File: src/design/bdlp_pkg.sv
// ----------------------------------------------------------------------------
// bdlp_pkg
// Shared types and constants of the button debouncer with long-press repeat.
// ----------------------------------------------------------------------------
`default_nettype none

package bdlp_pkg;

   // default time geometry: ms counter wraps at 2^10, ticks of 2^4 ms
   localparam int TIME_WRAP_BITS_DEF = 10;
   localparam int TICK_SHIFT_DEF     = 4;

   // configuration registers
   localparam int CFG_W      = 10;
   localparam int CSR_DATA_W = 32;
   localparam int CSR_ADDR_W = 4;

   localparam logic [CFG_W-1:0] PRESS_DEB_RST = CFG_W'(32);
   localparam logic [CFG_W-1:0] LONG_PRESS_RST = CFG_W'(512);
   localparam logic [CFG_W-1:0] REPEAT_RST     = CFG_W'(160);
   localparam logic [CFG_W-1:0] REL_DEB_RST    = CFG_W'(64);

   typedef enum logic [1:0] {
      REG_PRESS_DEB  = 2'd0,
      REG_LONG_PRESS = 2'd1,
      REG_REPEAT     = 2'd2,
      REG_REL_DEB    = 2'd3
   } reg_idx_type;

   typedef enum logic [2:0] {
      PH_IDLE      = 3'd0,
      PH_PRESS_DEB = 3'd1,
      PH_REL_DEB   = 3'd2,
      PH_PRESSED   = 3'd3,
      PH_LONG      = 3'd4,
      PH_LONG_REL  = 3'd5,
      PH_SHORT_REL = 3'd6
   } phase_type;

   typedef enum logic [2:0] {
      EV_NONE       = 3'd0,
      EV_SHORT      = 3'd1,
      EV_FIRST_LONG = 3'd2,
      EV_REPEAT     = 3'd3,
      EV_LONG_DONE  = 3'd4
   } evt_type;

endpackage

`default_nettype wire

File: src/design/button_debounce_long_press.sv
// ----------------------------------------------------------------------------
// button_debounce_long_press
// Polled button debouncer reporting short press, first long press, repeated
// long presses and long-press-done, with a held flag on every result.
// ----------------------------------------------------------------------------
//
//  channel | direction | handshake            | payload
//  --------+-----------+----------------------+------------------------------
//  req     | in        | req_valid / req_stall | req_level, req_time_ms
//  rsp     | out       | rsp_valid / rsp_stall | rsp_event_code, rsp_held
//  csr     | in/out    | apb, pready always 1 | four 10-bit ms thresholds
//
//  one item per cycle sustained while rsp_stall is low; an accepted item
//  goes through the input register, then the result register, where its
//  result is valid and can be taken
//  phase and tick stamp are updated at the same edge that loads the result
//  register, so the next item always sees the state left by the previous one
//  a stalled result holds; the input register keeps taking items as long as
//  it is empty or the result register is free or being emptied in that cycle
//  reset (synchronous) clears both valids, returns the phase to idle, the
//  stamp to zero and the thresholds to their defaults
// ----------------------------------------------------------------------------
`default_nettype none

module button_debounce_long_press #(
   parameter int TIME_WRAP_BITS = bdlp_pkg::TIME_WRAP_BITS_DEF,
   parameter int TICK_SHIFT     = bdlp_pkg::TICK_SHIFT_DEF
) (
   input  wire logic                            clock,
   input  wire logic                            reset,
   // poll items
   input  wire logic                            req_valid,
   output      logic                            req_stall,
   input  wire logic                            req_level,
   input  wire logic [TIME_WRAP_BITS-1:0]       req_time_ms,
   // results
   output      logic                            rsp_valid,
   input  wire logic                            rsp_stall,
   output      logic [2:0]                      rsp_event_code,
   output      logic                            rsp_held,
   // configuration
   input  wire logic                            csr_psel,
   input  wire logic                            csr_penable,
   input  wire logic                            csr_pwrite,
   input  wire logic [bdlp_pkg::CSR_ADDR_W-1:0] csr_paddr,
   input  wire logic [bdlp_pkg::CSR_DATA_W-1:0] csr_pwdata,
   output      logic [bdlp_pkg::CSR_DATA_W-1:0] csr_prdata,
   output      logic                            csr_pready
);
   import bdlp_pkg::*;

   // tick counter width and compare width for elapsed time against thresholds
   localparam int TICK_BITS = TIME_WRAP_BITS - TICK_SHIFT;
   localparam int CMP_W     = (TIME_WRAP_BITS > CFG_W) ? TIME_WRAP_BITS : CFG_W;

   // ------------------------------------------------------------------------
   // configuration registers
   // ------------------------------------------------------------------------
   logic [CFG_W-1:0] press_deb_ff;
   logic [CFG_W-1:0] long_press_ff;
   logic [CFG_W-1:0] repeat_ff;
   logic [CFG_W-1:0] rel_deb_ff;
   logic             csr_wr;
   reg_idx_type      csr_idx;

   assign csr_pready = 1'b1;
   assign csr_wr     = csr_psel && csr_penable && csr_pwrite && csr_pready;
   // byte address 4*i, word index from the upper address bits
   assign csr_idx    = reg_idx_type'(csr_paddr[CSR_ADDR_W-1:2]);

   always_ff @(posedge clock) begin
      if (reset) begin
         press_deb_ff  <= PRESS_DEB_RST;
         long_press_ff <= LONG_PRESS_RST;
         repeat_ff     <= REPEAT_RST;
         rel_deb_ff    <= REL_DEB_RST;
      end else if (csr_wr) begin
         unique case (csr_idx)
            REG_PRESS_DEB:  press_deb_ff  <= csr_pwdata[CFG_W-1:0];
            REG_LONG_PRESS: long_press_ff <= csr_pwdata[CFG_W-1:0];
            REG_REPEAT:     repeat_ff     <= csr_pwdata[CFG_W-1:0];
            REG_REL_DEB:    rel_deb_ff    <= csr_pwdata[CFG_W-1:0];
            default:        ;
         endcase
      end
   end

   always_comb begin
      csr_prdata = '0;
      unique case (csr_idx)
         REG_PRESS_DEB:  csr_prdata = CSR_DATA_W'(press_deb_ff);
         REG_LONG_PRESS: csr_prdata = CSR_DATA_W'(long_press_ff);
         REG_REPEAT:     csr_prdata = CSR_DATA_W'(repeat_ff);
         REG_REL_DEB:    csr_prdata = CSR_DATA_W'(rel_deb_ff);
         default:        csr_prdata = '0;
      endcase
   end

   // ------------------------------------------------------------------------
   // pipeline handshake
   // ------------------------------------------------------------------------
   logic                 in_valid_ff;
   logic                 in_level_ff;
   logic [TICK_BITS-1:0] in_now_ff;     // poll time already cut to ticks
   logic                 out_valid_ff;
   logic [2:0]           out_code_ff;
   logic                 out_held_ff;

   logic out_free;   // result register can take a new value this cycle
   logic advance;    // input register moves into the result register
   logic req_take;

   assign out_free  = !out_valid_ff || !rsp_stall;
   assign advance   = in_valid_ff && out_free;
   assign req_stall = in_valid_ff && !out_free;
   assign req_take  = req_valid && !req_stall;

   always_ff @(posedge clock) begin
      if (reset) begin
         in_valid_ff <= 1'b0;
      end else if (req_take) begin
         in_valid_ff <= 1'b1;
      end else if (advance) begin
         in_valid_ff <= 1'b0;
      end
   end

   // payload, no reset needed; bits above the wrap are never seen
   always_ff @(posedge clock) begin
      if (req_take) begin
         in_level_ff <= req_level;
         in_now_ff   <= req_time_ms[TIME_WRAP_BITS-1:TICK_SHIFT];
      end
   end

   // ------------------------------------------------------------------------
   // phase machine, one step per advancing item
   // ------------------------------------------------------------------------
   phase_type            phase_ff;
   phase_type            phase_in;
   logic [TICK_BITS-1:0] stamp_ff;
   logic [TICK_BITS-1:0] stamp_in;
   logic [TICK_BITS-1:0] tick_diff;
   logic [TIME_WRAP_BITS-1:0] elapsed;
   evt_type              evt;
   logic                 high;
   logic                 ge_press;
   logic                 ge_long;
   logic                 ge_repeat;
   logic                 ge_rel;

   // elapsed ms since the stamp, modulo the wrap period
   assign tick_diff = in_now_ff - stamp_ff;
   assign elapsed   = TIME_WRAP_BITS'(tick_diff) << TICK_SHIFT;
   assign high      = in_level_ff;

   assign ge_press  = CMP_W'(elapsed) >= CMP_W'(press_deb_ff);
   assign ge_long   = CMP_W'(elapsed) >= CMP_W'(long_press_ff);
   assign ge_repeat = CMP_W'(elapsed) >= CMP_W'(repeat_ff);
   assign ge_rel    = CMP_W'(elapsed) >= CMP_W'(rel_deb_ff);

   always_comb begin
      phase_in = phase_ff;
      stamp_in = stamp_ff;
      evt      = EV_NONE;
      unique case (phase_ff)
         PH_PRESS_DEB: begin
            if (high) begin
               phase_in = PH_IDLE;        // bounce, give up
            end else if (ge_press) begin
               phase_in = PH_PRESSED;
            end
         end
         PH_PRESSED: begin
            if (high) begin
               phase_in = PH_SHORT_REL;
               stamp_in = in_now_ff;
            end else if (ge_long) begin
               evt      = EV_FIRST_LONG;
               phase_in = PH_LONG;
               stamp_in = in_now_ff;
            end
         end
         PH_LONG: begin
            if (high) begin
               phase_in = PH_LONG_REL;
            end else if (ge_repeat) begin
               evt      = EV_REPEAT;
               stamp_in = in_now_ff;
            end
         end
         PH_LONG_REL: begin
            // release has to be seen on two polls running
            if (high) begin
               evt      = EV_LONG_DONE;
               phase_in = PH_REL_DEB;
               stamp_in = in_now_ff;
            end else begin
               phase_in = PH_LONG;
            end
         end
         PH_SHORT_REL: begin
            if (high) begin
               evt      = EV_SHORT;
               phase_in = PH_REL_DEB;
            end else begin
               phase_in = PH_PRESSED;
            end
         end
         PH_REL_DEB: begin
            // any low restarts the release timer
            if (high) begin
               if (ge_rel) begin
                  phase_in = PH_IDLE;
               end
            end else begin
               stamp_in = in_now_ff;
            end
         end
         default: begin
            // idle, and the unused code behaves as idle
            phase_in = PH_IDLE;
            if (!high) begin
               phase_in = PH_PRESS_DEB;
               stamp_in = in_now_ff;
            end
         end
      endcase
   end

   always_ff @(posedge clock) begin
      if (reset) begin
         phase_ff <= PH_IDLE;
         stamp_ff <= '0;
      end else if (advance) begin
         phase_ff <= phase_in;
         stamp_ff <= stamp_in;
      end
   end

   // ------------------------------------------------------------------------
   // result register
   // ------------------------------------------------------------------------
   always_ff @(posedge clock) begin
      if (reset) begin
         out_valid_ff <= 1'b0;
      end else if (advance) begin
         out_valid_ff <= 1'b1;
      end else if (!rsp_stall) begin
         out_valid_ff <= 1'b0;
      end
   end

   always_ff @(posedge clock) begin
      if (advance) begin
         out_code_ff <= evt;
         // held: pressed, long press or either release check
         out_held_ff <= (phase_in == PH_PRESSED)  || (phase_in == PH_LONG) ||
                        (phase_in == PH_LONG_REL) || (phase_in == PH_SHORT_REL);
      end
   end

   assign rsp_valid      = out_valid_ff;
   assign rsp_event_code = out_code_ff;
   assign rsp_held       = out_held_ff;

endmodule

`default_nettype wire

File: config.mk
export PLATFORM = sky130hd
export DESIGN_NAME = button_debounce_long_press
export DESIGN_NICKNAME = d
export VERILOG_FILES = /design/src/design/bdlp_pkg.sv /design/src/design/button_debounce_long_press.sv
export SDC_FILE = /design/constraint.sdc
export NUM_CORES = 1
export LEC_CHECK = 0
export BUFFER_PORTS_ARGS = -buffer_cell sky130_fd_sc_hd__buf_2
export CAP_MARGIN = 0
export CORE_MARGIN = 1
export CORE_UTILIZATION = 42
export CTS_BUF_LIST = sky130_fd_sc_hd__clkbuf_4 sky130_fd_sc_hd__clkbuf_8
export DETAILED_ROUTE_END_ITERATION = 8
export PLACE_DENSITY = 0.65
export SLEW_MARGIN = 20
export SYNTH_ARGS = -nofsm -noshare
export SYNTH_HDL_FRONTEND = slang
export SYNTH_SLANG_ARGS = --single-unit
File: constraint.sdc
create_clock -name clock -period 5.95 [get_ports clock]
set_clock_uncertainty 0.15 [all_clocks]
set_input_delay 0.595 -clock clock [delete_from_list [all_inputs] [get_ports clock]]
set_output_delay 0.595 -clock clock [all_outputs]
set_load 0.01 [all_outputs]
==> metrics <==
status=finished clean; clock root buffer=clkbuf_8; wire per inst=between 10 and 15 um; met1 Usage GRT=24.49%; Placement Rows=34; CP Data Required Time=5.89 ns; reg-to-reg startpoint=in_now_ff[1]; TritonCTS buffer count=9; min Tclk post-route=3.438 ns; Worst EP arrival=3.37 ns; Yosys warning total=0; most frequent cells in the layout=dfxtp_1, nor2_1, buf_2; Hold Violations, Final=0; Layout area overhead=9.225%; commonest non-fill, non-tap cell in the layout=dfxtp_1; Clock transition at path regs=0.07 ns; grt total ovfl=0; die area=around 0.0093 mm^2; Crit Path Class=flip-flop to flip-flop; post-synth cell types=52; Mapped Area=between 0.003 and 0.004 mm^2; worst rel slew slack=approximately a third; CP endpoint kind=flip-flop; ANT cells=0; nets=518; initial core utilization=between 40% and 50%; initial antenna violation count=0; Synth Register Bits=62; global routing usage on met3=2.765%; gr usage total=18.71%; layout cells sized above 1=17.08%; CTS tree=done; vias in the first global route=2737; I/O pin count=93; hold wc startpoint=req_time_ms[5]; Critical Path Start=in_now_ff[1]; P_leak=1.813 nW; largest net degree at the start of global routing=59; ys flop type=dfxtp_1; part of the cycle the worst path needs=~58%; startpoint types=flip-flop; hold crit path type=input port to flip-flop; Seq/Total Area, Yosys=36.23%; FMAX=roughly 0.29 GHz; Fillers=854; DRT iter0 DRCs=130; asr flop ratio synth=0%; Slew @ Worst Pin=1.015 ns; synthesized instance count=399; VDD IR-drop max=0.1194 mV; clk buf depth=2; IO buf count=a little over 40; vias=about 2.8k; Pins Over Slew Limit=0; grt met2 use=29.55%; die span in x=slightly below 100 um; Max FO, Critical Path=4; first-pass GRT wire length=13.03 mm; Post-synth EDFFs=11; gpl congestion=0.8198; CTS-repair resized insts=0; Reg2Reg Setup Slack=2.51 ns; max_cap viols=0; Remaining DRCs=0; Power Density=243.3 mW/mm^2; Avg Cell Area, Syn=~9.3 um^2; ANT nets after route=0; Vias/cell=approximately 5.2; CORE AREA=just under 0.009 mm^2; iteration count of the initial detailed-routing pass=4; Most Crowded Layer GR=met2; Post-CTS Setup Inserts=0; Final Total Pwr=991.3 uW; TNS Setup=0 ns; Final setup viols=0; cts-stage hold buffer count=0; die height=96.24 um; H-tree depth=3; DPL Wire Length=about 5.7 mm; drt total wl=7.818 mm; CTS Sinks=just over 60; later-pin clock latency in the skew report=0.35 ns; unrepaired setup endpoints after global routing=no
[worst paths after layout]
path / endpoint / cells past startpoint
setup / recovery: rsp_held / 12
hold / removal: in_now_ff[1] / 1
setup reg to reg: rsp_held / 12
hold reg to reg: repeat_ff[9] / 2
[critical path, stage by stage (launching register included)]
cell	delay (ns)
edfxtp_1	0.45
ha_1	0.32
a21o_1	0.17
a21oi_1	0.22
o21bai_1	0.09
a21oi_1	0.18
xnor2_1	0.19
ha_1	0.25
or4_1	0.46
nor4_1	0.21
a211oi_1	0.11
o32ai_1	0.29
nand2_1	0.09
[per-stage QoR]
stage / hold slack [ns] / std cells / instance area [um^2] / setup slack, ns / util (%)
after floorplan: 0.2947 / 420 / 3809 / 2.858 / -
after global placement: 0.3082 / 531 / 3875 / 2.573 / 44.65
after detailed placement: 0.3171 / 531 / 3875 / 2.523 / 44.65
after CTS: 0.2552 / 547 / 4074 / 2.472 / 46.94
after global routing: 0.2587 / 547 / 4074 / 2.214 / 46.94
final: 0.2652 / 547 / 4074 / 2.512 / 46.94
[layout make-up]
cell class | instances | area, um^2 | area share, %
flip-flops and latches | 62 | 1351 | 33.17
clock inverters | 4 | 46.29 | 1.136
well taps | 108 | 135.1 | 3.317
multi-input cells | 283 | 2041 | 50.09
inverters | 36 | 135.1 | 3.317
repair buffers | 42 | 212.7 | 5.221
clock buffers | 12 | 152.6 | 3.747
[registers in the layout (all words and copies together) (netlist names)]
signal,count
long_press_ff,10
press_deb_ff,10
rel_deb_ff,10
repeat_ff,10
in_now_ff,6
stamp_ff,6
phase_ff,3
rsp_event_code,3
high,1
in_valid_ff,1
rsp_held,1
rsp_valid,1
[synth_stat cells, drive strengths merged (7+ instances only)]
cell	instances	area, um^2
clkbuf	9	45.04
nor2	47	176.4
buf	29	209.0
a21oi	29	145.1
nand2	30	112.6
o21ai	7	38.78
mux4	10	229.0
mux2i	34	340.3
ha	29	362.9
edfxtp	11	330.3
nand2b	16	100.1
inv	36	135.1
dfxtp	51	1021
[power by group]
group / switching [mW] / internal (mW) / leakage, nW
clock: 0.165 / 0.213 / 0.108
combinational: 0.0955 / 0.0694 / 1.19
sequential: 0.00998 / 0.438 / 0.521
[cells by family (layout without fill, tap and decap cells)]
family	after synthesis	in the layout	share of synthesized area, %
other cells	2	23	0.2013
fa+ha+maj	30	30	10.27
xor+xnor	5	5	1.174
simple gates	121	121	15.40
compound gates	60	60	10.16
buf+inv	75	94	11.30
mux	44	44	15.26
flops	62	62	36.23
[routing by layer]
layer	vias up	part of all wire, %
met5	-	0
met4	0	2.5
met3	16	4.7
met2	90	44
met1	1314	48
li1	1400	-
(Power assumes the default switching activity.)
